[config.mk]
export PLATFORM = sky130hd
export DESIGN_NAME = codon_to_amino_acid_translator_unit
export DESIGN_NICKNAME = d
export VERILOG_FILES = /design/src/rtl/ctaa_pkg.sv /design/src/rtl/ctaa_front.sv /design/src/rtl/ctaa_queue.sv /design/src/rtl/ctaa_back.sv /design/src/rtl/codon_to_amino_acid_translator_unit.sv
export SDC_FILE = /design/constraint.sdc
export NUM_CORES = 1
export LEC_CHECK = 0
export BUFFER_PORTS_ARGS = -buffer_cell sky130_fd_sc_hd__buf_2
export CORE_UTILIZATION = 42
export DETAILED_ROUTE_END_ITERATION = 12
export PLACE_DENSITY = 0.58
export SKIP_LAST_GASP = 1
export SLEW_MARGIN = 20
export SYNTH_ARGS = -nofsm -noshare
export SYNTH_HDL_FRONTEND = slang
export SYNTH_SLANG_ARGS = --single-unit
[constraint.sdc]
create_clock -name i_clk -period 5 [get_ports i_clk]
set_input_delay 1 -clock i_clk [delete_from_list [all_inputs] [get_ports i_clk]]
set_output_delay 1 -clock i_clk [all_outputs]
set_load 0.02 [all_outputs]
[src/rtl/ctaa_pkg.sv]
// Package for the codon translator: class codes, job record between the front
// and back ends, status codes and the genetic code tables.
// No dependencies.
package ctaa_pkg;

    localparam int CTAA_QUEUE_DEPTH = 2;

    localparam logic [2:0] CODE_T     = 3'd0;
    localparam logic [2:0] CODE_C     = 3'd1;
    localparam logic [2:0] CODE_A     = 3'd2;
    localparam logic [2:0] CODE_G     = 3'd3;
    localparam logic [2:0] CODE_N     = 3'd4;
    localparam logic [2:0] CODE_GAP   = 3'd5;
    localparam logic [2:0] CODE_OTHER = 3'd6;

    localparam logic [1:0] ST_OK       = 2'd0;
    localparam logic [1:0] ST_REPLACED = 2'd1;
    localparam logic [1:0] ST_ERROR    = 2'd2;

    localparam logic CFG_MITO    = 1'b0;
    localparam logic CFG_ALIGNED = 1'b1;

    localparam logic [7:0] CHAR_X   = 8'h58;
    localparam logic [7:0] CHAR_GAP = 8'h2D;

    localparam logic [8*64-1:0] STD_CODE =
        "FFLLSSSSYYXXCCXWLLLLPPPPHHQQRRRRIIIMTTTTNNKKSSRRVVVVAAAADDEEGGGG";
    localparam logic [8*64-1:0] MITO_CODE =
        "FFLLSSSSYYXXCCWWLLLLPPPPHHQQRRRRIIMMTTTTNNKKSSXXVVVVAAAADDEEGGGG";

    typedef enum logic [1:0] {
        K_CODON,
        K_PARTIAL,
        K_BARE
    } t_kind;

    typedef struct packed {
        t_kind      kind;
        logic [2:0] c0;
        logic [2:0] c1;
        logic [2:0] c2;
        logic       last;
        logic       mito;
        logic       aligned;
    } t_job;

    function automatic logic [2:0] classify(input logic [7:0] ch);
        case (ch)
            8'h54:   classify = CODE_T;
            8'h43:   classify = CODE_C;
            8'h41:   classify = CODE_A;
            8'h47:   classify = CODE_G;
            8'h4E:   classify = CODE_N;
            8'h2D:   classify = CODE_GAP;
            default: classify = CODE_OTHER;
        endcase
    endfunction

    function automatic logic [7:0] code_lookup(input logic mito, input logic [5:0] idx);
        logic [5:0] pos;
        pos = 6'd63 - idx;
        code_lookup = mito ? MITO_CODE[{pos, 3'b000} +: 8] : STD_CODE[{pos, 3'b000} +: 8];
    endfunction

endpackage

[src/rtl/ctaa_front.sv]
// Front end: takes sequence beats, classifies bases, holds partial codons and
// issues codon / end jobs. Depends on ctaa_pkg.
module ctaa_front
    import ctaa_pkg::*;
(
    input  logic       i_clk,
    input  logic       i_rst_n,
    input  logic       i_in_valid,
    output logic       o_in_ready,
    input  logic [7:0] i_base,
    input  logic       i_end_of_sequence,
    input  logic       i_mito,
    input  logic       i_aligned,
    output logic       o_job_valid,
    input  logic       i_job_ready,
    output t_job       o_job
);

    logic [5:0] r_held_bases, n_held_bases;
    logic [1:0] r_held_count, n_held_count;
    logic [2:0] code;
    logic       keep;
    logic       accept;
    logic       emit_codon;
    logic       partial;

    assign o_in_ready = i_job_ready;
    assign accept     = i_in_valid & i_job_ready;
    assign code       = classify(i_base);
    assign keep       = i_aligned | (code <= CODE_N);
    assign emit_codon = keep & (r_held_count == 2'd2);
    assign partial    = keep ? (r_held_count != 2'd2) : (r_held_count != 2'd0);

    always_comb begin
        n_held_bases = r_held_bases;
        n_held_count = r_held_count;
        if (keep) begin
            case (r_held_count)
                2'd0: begin
                    n_held_bases = {3'd0, code};
                    n_held_count = 2'd1;
                end
                2'd1: begin
                    n_held_bases = {code, r_held_bases[2:0]};
                    n_held_count = 2'd2;
                end
                default: begin
                    n_held_bases = 6'd0;
                    n_held_count = 2'd0;
                end
            endcase
        end
        if (i_end_of_sequence) begin
            n_held_bases = 6'd0;
            n_held_count = 2'd0;
        end
    end

    always_ff @(posedge i_clk) begin
        if (!i_rst_n) begin
            r_held_bases <= 6'd0;
            r_held_count <= 2'd0;
        end else if (accept) begin
            r_held_bases <= n_held_bases;
            r_held_count <= n_held_count;
        end
    end

    assign o_job_valid = i_in_valid & (emit_codon | i_end_of_sequence);

    always_comb begin
        o_job.c0      = r_held_bases[2:0];
        o_job.c1      = r_held_bases[5:3];
        o_job.c2      = code;
        o_job.last    = i_end_of_sequence;
        o_job.mito    = i_mito;
        o_job.aligned = i_aligned;
        if (emit_codon) begin
            o_job.kind = K_CODON;
        end else if (partial) begin
            o_job.kind = K_PARTIAL;
        end else begin
            o_job.kind = K_BARE;
        end
    end

endmodule

[src/rtl/ctaa_queue.sv]
// Small job FIFO between front and back ends.
// Depends on ctaa_pkg for the job record.
module ctaa_queue
    import ctaa_pkg::*;
#(
    parameter int DEPTH = CTAA_QUEUE_DEPTH
) (
    input  logic i_clk,
    input  logic i_rst_n,
    input  logic i_push,
    output logic o_ready,
    input  t_job i_job,
    output logic o_valid,
    input  logic i_pop,
    output t_job o_job
);

    localparam int PW = $clog2(DEPTH);
    localparam int CW = $clog2(DEPTH + 1);

    t_job          r_mem [DEPTH];
    logic [PW-1:0] r_wr_ptr;
    logic [PW-1:0] r_rd_ptr;
    logic [CW-1:0] r_count;
    logic          do_push;
    logic          do_pop;

    assign o_ready = (r_count != CW'(DEPTH));
    assign o_valid = (r_count != '0);
    assign o_job   = r_mem[r_rd_ptr];
    assign do_push = i_push & o_ready;
    assign do_pop  = i_pop & o_valid;

    always_ff @(posedge i_clk) begin
        if (do_push) begin
            r_mem[r_wr_ptr] <= i_job;
        end
    end

    always_ff @(posedge i_clk) begin
        if (!i_rst_n) begin
            r_wr_ptr <= '0;
            r_rd_ptr <= '0;
            r_count  <= '0;
        end else begin
            if (do_push) begin
                r_wr_ptr <= (r_wr_ptr == PW'(DEPTH - 1)) ? '0 : r_wr_ptr + 1'b1;
            end
            if (do_pop) begin
                r_rd_ptr <= (r_rd_ptr == PW'(DEPTH - 1)) ? '0 : r_rd_ptr + 1'b1;
            end
            case ({do_push, do_pop})
                2'b10:   r_count <= r_count + 1'b1;
                2'b01:   r_count <= r_count - 1'b1;
                default: r_count <= r_count;
            endcase
        end
    end

endmodule

[src/rtl/ctaa_back.sv]
// Back end: translates queued jobs through the genetic code tables into the
// registered result beat. Depends on ctaa_pkg.
module ctaa_back
    import ctaa_pkg::*;
(
    input  logic       i_clk,
    input  logic       i_rst_n,
    input  logic       i_job_valid,
    output logic       o_job_pop,
    input  t_job       i_job,
    output logic       o_out_valid,
    input  logic       i_out_ready,
    output logic [7:0] o_residue,
    output logic       o_has_residue,
    output logic [1:0] o_status,
    output logic       o_sequence_done
);

    logic       r_valid;
    logic [7:0] r_residue, n_residue;
    logic       r_has, n_has;
    logic [1:0] r_status, n_status;
    logic       r_done, n_done;
    logic       load;
    logic [1:0] bad_status;

    assign load       = i_job_valid & (~r_valid | i_out_ready);
    assign o_job_pop  = load;
    assign bad_status = i_job.aligned ? ST_ERROR : ST_REPLACED;

    always_comb begin
        n_residue = CHAR_X;
        n_has     = 1'b1;
        n_status  = ST_OK;
        n_done    = i_job.last;
        case (i_job.kind)
            K_CODON: begin
                if (!i_job.c0[2] && !i_job.c1[2] && !i_job.c2[2]) begin
                    n_residue = code_lookup(i_job.mito,
                                            {i_job.c0[1:0], i_job.c1[1:0], i_job.c2[1:0]});
                end else if (i_job.c0 == CODE_N && i_job.c1 == CODE_N
                             && i_job.c2 == CODE_N) begin
                    n_residue = CHAR_X;
                end else if (i_job.c0 == CODE_GAP && i_job.c1 == CODE_GAP
                             && i_job.c2 == CODE_GAP) begin
                    n_residue = CHAR_GAP;
                end else begin
                    n_status = bad_status;
                end
            end
            K_PARTIAL: begin
                n_status = bad_status;
                n_done   = 1'b1;
            end
            default: begin
                n_residue = 8'd0;
                n_has     = 1'b0;
                n_done    = 1'b1;
            end
        endcase
    end

    always_ff @(posedge i_clk) begin
        if (!i_rst_n) begin
            r_valid <= 1'b0;
        end else if (load) begin
            r_valid <= 1'b1;
        end else if (i_out_ready) begin
            r_valid <= 1'b0;
        end
    end

    always_ff @(posedge i_clk) begin
        if (load) begin
            r_residue <= n_residue;
            r_has     <= n_has;
            r_status  <= n_status;
            r_done    <= n_done;
        end
    end

    assign o_out_valid     = r_valid;
    assign o_residue       = r_residue;
    assign o_has_residue   = r_has;
    assign o_status        = r_status;
    assign o_sequence_done = r_done;

endmodule

[src/rtl/codon_to_amino_acid_translator_unit.sv]
// Channel  | Direction | Handshake               | Beat contents
// ---------+-----------+-------------------------+----------------------------------------
// in       | input     | i_in_valid / o_in_ready | i_base, i_end_of_sequence
// out      | output    | o_out_valid/i_out_ready | o_residue, o_has_residue, o_status,
//          |           |                         | o_sequence_done
// cfg      | input     | i_cfg_valid/o_cfg_ready | i_cfg_index, i_cfg_data
//
// One input beat per cycle while the job FIFO has room; a result for the beat that
// completes a codon or ends the sequence passes front decode, job FIFO, output register.
// The job FIFO (QUEUE_DEPTH entries) absorbs output stalls; input ready drops
// only when it is full. Synchronous active-low reset clears held bases, FIFO and
// config (standard code, unaligned). Config writes are always accepted.
// Top level of the codon translator. Depends on ctaa_pkg, ctaa_front,
// ctaa_queue and ctaa_back.
module codon_to_amino_acid_translator_unit
    import ctaa_pkg::*;
#(
    parameter int QUEUE_DEPTH = CTAA_QUEUE_DEPTH
) (
    input  logic       i_clk,
    input  logic       i_rst_n,
    input  logic       i_in_valid,
    output logic       o_in_ready,
    input  logic [7:0] i_base,
    input  logic       i_end_of_sequence,
    output logic       o_out_valid,
    input  logic       i_out_ready,
    output logic [7:0] o_residue,
    output logic       o_has_residue,
    output logic [1:0] o_status,
    output logic       o_sequence_done,
    input  logic       i_cfg_valid,
    output logic       o_cfg_ready,
    input  logic       i_cfg_index,
    input  logic       i_cfg_data
);

    logic r_mito;
    logic r_aligned;
    logic job_valid;
    logic q_ready;
    logic q_valid;
    logic q_pop;
    t_job front_job;
    t_job q_job;

    assign o_cfg_ready = 1'b1;

    always_ff @(posedge i_clk) begin
        if (!i_rst_n) begin
            r_mito    <= 1'b0;
            r_aligned <= 1'b0;
        end else if (i_cfg_valid) begin
            case (i_cfg_index)
                CFG_MITO:    r_mito    <= i_cfg_data;
                CFG_ALIGNED: r_aligned <= i_cfg_data;
                default:     r_mito    <= r_mito;
            endcase
        end
    end

    ctaa_front u_front (
        .i_clk             (i_clk),
        .i_rst_n           (i_rst_n),
        .i_in_valid        (i_in_valid),
        .o_in_ready        (o_in_ready),
        .i_base            (i_base),
        .i_end_of_sequence (i_end_of_sequence),
        .i_mito            (r_mito),
        .i_aligned         (r_aligned),
        .o_job_valid       (job_valid),
        .i_job_ready       (q_ready),
        .o_job             (front_job)
    );

    ctaa_queue #(
        .DEPTH (QUEUE_DEPTH)
    ) u_queue (
        .i_clk   (i_clk),
        .i_rst_n (i_rst_n),
        .i_push  (job_valid),
        .o_ready (q_ready),
        .i_job   (front_job),
        .o_valid (q_valid),
        .i_pop   (q_pop),
        .o_job   (q_job)
    );

    ctaa_back u_back (
        .i_clk           (i_clk),
        .i_rst_n         (i_rst_n),
        .i_job_valid     (q_valid),
        .o_job_pop       (q_pop),
        .i_job           (q_job),
        .o_out_valid     (o_out_valid),
        .i_out_ready     (i_out_ready),
        .o_residue       (o_residue),
        .o_has_residue   (o_has_residue),
        .o_status        (o_status),
        .o_sequence_done (o_sequence_done)
    );

endmodule

==> results of run 1 <==
-- worst max-delay path: cells and delay by family --
kind                       cells  cell delay [ns]
adders and majority gates      1             0.34
AOI/OAI and AO/OA              4             1.23
and+or+nand+nor                2             0.79
buffers and inverters          1             0.14
-- power by group through the flow --
stage	logic (mW)	registers, mW	clock network, mW
after global routing	0.514	0.603	0.276
final	0.460	0.592	0.250
after detailed placement	0.458	0.604	0
after global placement	0.456	0.603	0
after CTS	0.460	0.593	0.259
after floorplan	0.304	0.650	0
-- registers in the layout, indices dropped and copies added, names as in the netlist, 2 cells and up, named ones only --
signal                cells
u_front.r_held_bases      6
u_front.r_held_count      2
u_queue.r_count           2
u_back.o_status           2
u_back.o_residue          7
u_queue.r_mem            28
-- stage by stage --
stage	instances	hold slack [ns]	setup slack [ns]
6_report	343	0.464	1.73
3_3_place_gp	335	0.436	1.51
4_1_cts	343	0.472	1.75
5_1_grt	343	0.477	1.60
2_1_floorplan	235	0.425	1.79
3_5_place_dp	335	0.450	1.43
-- synth_stat cells (3+ instances only) --
library cell  instances  area [µm²]
edfxtp_1             39        1170
nor2_1               21        78.8
nand2_1              17        63.8
dfxtp_1              16         320
mux2i_1              15         150
o21ai_0              12        60.1
a21oi_1               8        40.0
ha_1                  8         100
nand2b_1              6        37.5
inv_1                 5        18.8
nor3_1                5        25.0
buf_2                 4        20.0
nand4_1               4        25.0
nor2b_1               4        25.0
a32o_1                3        30.0
mux2_2                3        33.8
nand3_1               3        15.0
nor3b_1               3        22.5
o21a_1                3        22.5
o22ai_1               3        18.8
xnor2_1               3        26.3
-- worst paths after layout --
kind                                 from  depth (start not counted)                  end  slack [ns]
setup reg to reg                 register                          7  u_back.o_residue[4]        2.18
hold reg to reg   u_front.r_held_bases[3]                          0  u_queue.r_mem[1][6]        0.46
setup / recovery                i_base[1]                          8   u_queue.r_count[1]        1.73
hold / removal    u_front.r_held_bases[3]                          0  u_queue.r_mem[1][6]        0.46
-- kinds of logic after synthesis --
group | synth area share
xor+xnor | 0.0161
simple gates | 0.164
flops | 0.547
compound gates | 0.132
fa+ha+maj | 0.0367
other cells | 0.00275
mux | 0.0724
buf+inv | 0.0293
-- layer usage --
metal,up-vias,GRT usage,wire length [µm]
met5,-,0,0
met4,0,0.0569,77
met3,9,0.0418,221
met2,44,0.269,2340
met1,889,0.211,2340
li1,943,-,-
-- layout make-up --
| cell class | instances | area (µm²) | share of cell area |
|---|---|---|---|
| clock buffers | 5 | 68.8 | 0.0227 |
| clock inverters | 3 | 23.8 | 0.00784 |
| inverters | 8 | 30.0 | 0.00990 |
| multi-input cells | 164 | 1160 | 0.382 |
| flip-flops and latches | 55 | 1490 | 0.492 |
| well taps | 77 | 96.3 | 0.0318 |
| repair buffers | 31 | 163 | 0.0536 |
==> impl_metrics.tcl, run 1 <==
set metrics [dict create \
    status "complete, no violations" \
    avgSynthCellArea_um2 11.6 \
    drt-total-wl_mm 4.98 \
    antenna_cells 0 \
    die_h_um 82.6 \
    syn-num-nets 259 \
    final_common_cell "edfxtp_1" \
    synth_seq_cells 55 \
    htree_levels 2 \
    ctsRootBufferMaster "clkbuf_8" \
    portBuffers 28 \
    cp.required_ns 5.24 \
    worst_pin_slew_ns 1.03 \
    synth_edf_count 39 \
    yosysWarnings 0 \
    ir_drop_uv 248 \
    path_clk_slew_ns 0.11 \
    power_mw 1.30 \
    via_per_inst 5.50 \
    rsz0062_at_grt "no" \
    slew_viol_final 0 \
    ant_nets 0 \
    maxCapViolCount 0 \
    drive_above_1_share 0.195 \
    place_congestion 0.823 \
    numCtsBuffers 5 \
    die-area_mm2 0.00682 \
    min_period_ns 3.27 \
    core_area_mm2 0.00631 \
    tns_ns 0 \
    synthDistinctLibCells 58 \
    slew_headroom 0.293 \
    drt_first_iter_violations 76 \
    yosysSeqAreaShare 0.547 \
    first_global_vias 1714 \
    finalHoldViolCount 0 \
    p_sw_uw 463 \
    cts_tree "yes" \
    io_pins 31 \
    max_clock_freq_mhz 306 \
    path_class "primary input to register" \
    syn_area_mm2 0.00273 \
    hold_path.class "register to register" \
    cts.path.max_buffers 2 \
    drtPass1Iterations 4 \
    start_util 0.432 \
    dpl.hpwl_mm 3.56 \
    finalCritPeriodShare 0.653 \
    antenna_found_initial 0 \
    synth_cells 235 \
    async_reset_ff_frac 0 \
    worstSetupEndpointType "register" \
    sequentialPowerShare 0.455 \
    grt_max_degree 26 \
    fin_util 0.480 \
    worst_setup_path_start_kind "primary input" \
    fp-row-count 29 \
    finalSetupViolCount 0 \
    cts_resized 0 \
    vias 1885 \
    fin_area_mm2 0.00303 \
    p_per_area_mw_per_mm2 429 \
    clock-sinks 55 \
    grt_pass1_wl_mm 8.31 \
    crit_path_max_fanout 10 \
    placed_cell_area_mm2 0.00294 \
    nFillCells 582 \
    wl_per_cell_um 14.5 \
    critPathArrivalTime_ns 3.51 \
    area_delta_synth_final_pct 11.1 \
    swShare 0.356 \
    critPathSlowestCell "o41a_1" \
    leakage_nw 1.09 \
    grt_overflow 0 \
    max_stage_delay_ns 0.47 \
    clockPowerShare 0.192 \
    fin_worst_skew_ns 0.0135 \
    drc 0 \
    cts_post_setup_buffers_inserted 0 \
    postCtsHoldBufs 0 \
    globalRouteTotalUtil 0.165 \
    final_nets 289 \
    power_frac_comb 0.353 \
    mostFrequentLayoutCells "edfxtp_1, buf_2, nor2_1" \
    path_cells "buf_2 -> or3b_4 -> a2111oi_4 -> o41a_1 -> o21ai_2 -> ha_1 -> or3_1 -> a21oi_1" \
    internal_power_uw 839 \
    clk_latency_ns 0.31 \
    synth_ff_type "edfxtp_1" \
    die_width_um 82.6 \
]
No activity file was read; power rests on OpenSTA's default activity.
==> run 2, diff against run 1 <==
ABC_AREA = 1   (was unset)
PLACE_DENSITY = 0.57   (was 0.58)
clock period = 3.4 ns   (was 5 ns; I/O delays follow)
==> run 2 against run 1 <==
The run now ends with design-rule violations left. Clock skew is 0.0084 ns lower. Global-route usage is 0.76 points lower. Non-clock buffer count is 1 higher. Sequential share of layout area is 2.0 points lower. Worst hold slack worse by 0.0047 ns. Cell count is 27% higher. Critical path type is now register to register.
==> impl_metrics.tcl, run 2 <==
set metrics [dict create \
    status "finished, violations left" \
    violations "design-rule violations" \
    path_class "register to register" \
    htree_levels 2 \
    vias 2093 \
    antenna_found_initial 0 \
    critPathSlowestCell "dfxtp_1" \
    dpl.hpwl_mm 3.97 \
    grt_pass1_wl_mm 8.83 \
    maxCapViolCount 0 \
    hold_path.class "register to register" \
    numCtsBuffers 5 \
    globalRouteTotalUtil 0.157 \
    cp.required_ns 3.46 \
    finalHoldViolCount 0 \
    portBuffers 28 \
    ir_drop_uv 436 \
    die_width_um 84.6 \
    leakage_nw 1.39 \
    yosys.area.top_type "edfxtp_1" \
    drive_above_1_share 0.178 \
    synth.most_common_cell "nand2_1" \
    path_clk_slew_ns 0.10 \
    mostFrequentLayoutCells "nand2_1, nor2_1, inv_1" \
    final_nets 382 \
    io_pins 31 \
    start_util 0.443 \
    synth_ff_type "edfxtp_1" \
    slew_headroom 0.600 \
    max_stage_delay_ns 0.71 \
    cts_post_setup_buffers_inserted 0 \
    fin_worst_skew_ns 0.00508 \
    worstSetupEndpointType "register" \
    grt_max_degree 18 \
    rsz0062_at_grt "no" \
    core_area_mm2 0.00646 \
    yosysWarnings 0 \
    finalCritPeriodShare 0.688 \
    synth_cells 326 \
    worst_setup_path_start_kind "register" \
    fp-row-count 29 \
    tns_ns 0 \
    clock-sinks 55 \
    antenna_cells 0 \
    ant_nets 0 \
    via_per_inst 4.80 \
    place_congestion 0.843 \
    cts_tree "yes" \
    die_h_um 84.6 \
    drc 7 \
    finalSetupViolCount 0 \
    worst_pin_slew_ns 0.599 \
    crit_top_cell "a31oi_1" \
    critPathArrivalTime_ns 2.40 \
    yosysSeqAreaShare 0.521 \
    netlist_top_cells_area "edfxtp_1, dfxtp_1, nand2_1, nor2_1, inv_1" \
    path_cells "inv_4 -> or2_4 -> o21ai_4 -> ha_1 -> inv_1 -> nor3_1 -> a31oi_1 -> a31oi_1 -> nor2_1" \
    async_reset_ff_frac 0 \
    netlist.area_leader.share 0.409 \
    synth_seq_cells 55 \
    fin_cells 436 \
    cts.path.max_buffers 2 \
    drtPass1Iterations 8 \
    ctsRootBufferMaster "clkbuf_8" \
    die-area_mm2 0.00715 \
    min_period_ns 2.34 \
    crit_path_max_fanout 10 \
    r2r_slack_ns 1.06 \
    slew_viol_final 0 \
    clk_latency_ns 0.31 \
    postCtsHoldBufs 0 \
    cts_resized 0 \
    largest_register "u_queue.r_mem" \
    largest_reg_flops 28 \
    hold_start "u_front.r_held_bases[2]" \
    synth_common_cells "nand2_1, nor2_1, inv_1, edfxtp_1, a21oi_1" \
    syn_area_mm2 0.00286 \
    avgSynthCellArea_um2 8.78 \
    wl_per_cell_um 11.9 \
    max_clock_freq_mhz 428 \
    first_global_vias 2003 \
    drt_first_iter_violations 62 \
    dpl.cell_count 428 \
    area_delta_synth_final_pct 10.5 \
    synth_edf_count 39 \
    syn-num-nets 350 \
    p_per_area_mw_per_mm2 644 \
    grt_overflow 0 \
    drt-total-wl_mm 5.17 \
    synthDistinctLibCells 39 \
    final_common_cell "nand2_1" \
]
[run 2: through the flow]
stage	power [mW]	hold WS [ns]	utilization	setup slack [ns]	cell area [µm²]
2_1_floorplan	1.51	0.426	-	0.908	2860
3_3_place_gp	1.70	0.431	0.476	0.889	3080
3_5_place_dp	1.70	0.441	0.476	0.837	3080
4_1_cts	2.06	0.455	0.490	1.01	3160
5_1_grt	2.19	0.479	0.490	0.787	3160
6_report	2.04	0.459	0.490	1.06	3160
[run 2: kinds of logic after synthesis]
logic type / Yosys count / share of synthesized area
buf+inv: 51 / 0.0769
compound gates: 48 / 0.110
fa+ha+maj: 8 / 0.0350
flops: 55 / 0.521
mux: 2 / 0.00699
other cells: 2 / 0.00262
simple gates: 160 / 0.247
[run 2: critical path, delay by kind of cell, from the launching register on]
kind                       cells  cell delay [ns]
DFF                            1             0.71
buffers and inverters          2             0.20
and+or+nand+nor                3             0.53
adders and majority gates      1             0.19
AOI/OAI and AO/OA              3             0.45
[run 2: metal layers]
metal / vias to the layer above / GRT usage / wire [µm]
met5: - / 0 / 0
met4: 0 / 0.0555 / 72
met3: 7 / 0.0265 / 131
met2: 32 / 0.279 / 2520
met1: 926 / 0.193 / 2440
li1: 1128 / - / -
[run 2: layout make-up]
cell class                 instances  area, µm²
tap                               77       96.3
sequential                        55       1490
fill                             649       3290
timing repair buffer              32        170
clock inverter                     3       18.8
clock buffer                       5       68.8
multi-input combinational        220       1150
inverter                          44        168
[run 2: final timing paths]
check | to | cells past startpoint
worst max-delay path | u_back.o_status[1] | 9
worst min-delay path | u_queue.r_mem[1][11] | 0
worst min register to register | u_queue.r_mem[1][11] | 0
worst max register to register | u_back.o_status[1] | 9
[run 2: power breakdown]
group | switching [mW] | total [mW] | leakage [nW] | internal (mW)
clock network | 0.210 | 0.356 | 0.0483 | 0.145
logic | 0.514 | 0.763 | 0.848 | 0.249
registers | 0.0629 | 0.919 | 0.489 | 0.856
total | 0.787 | 2.04 | 1.39 | 1.25
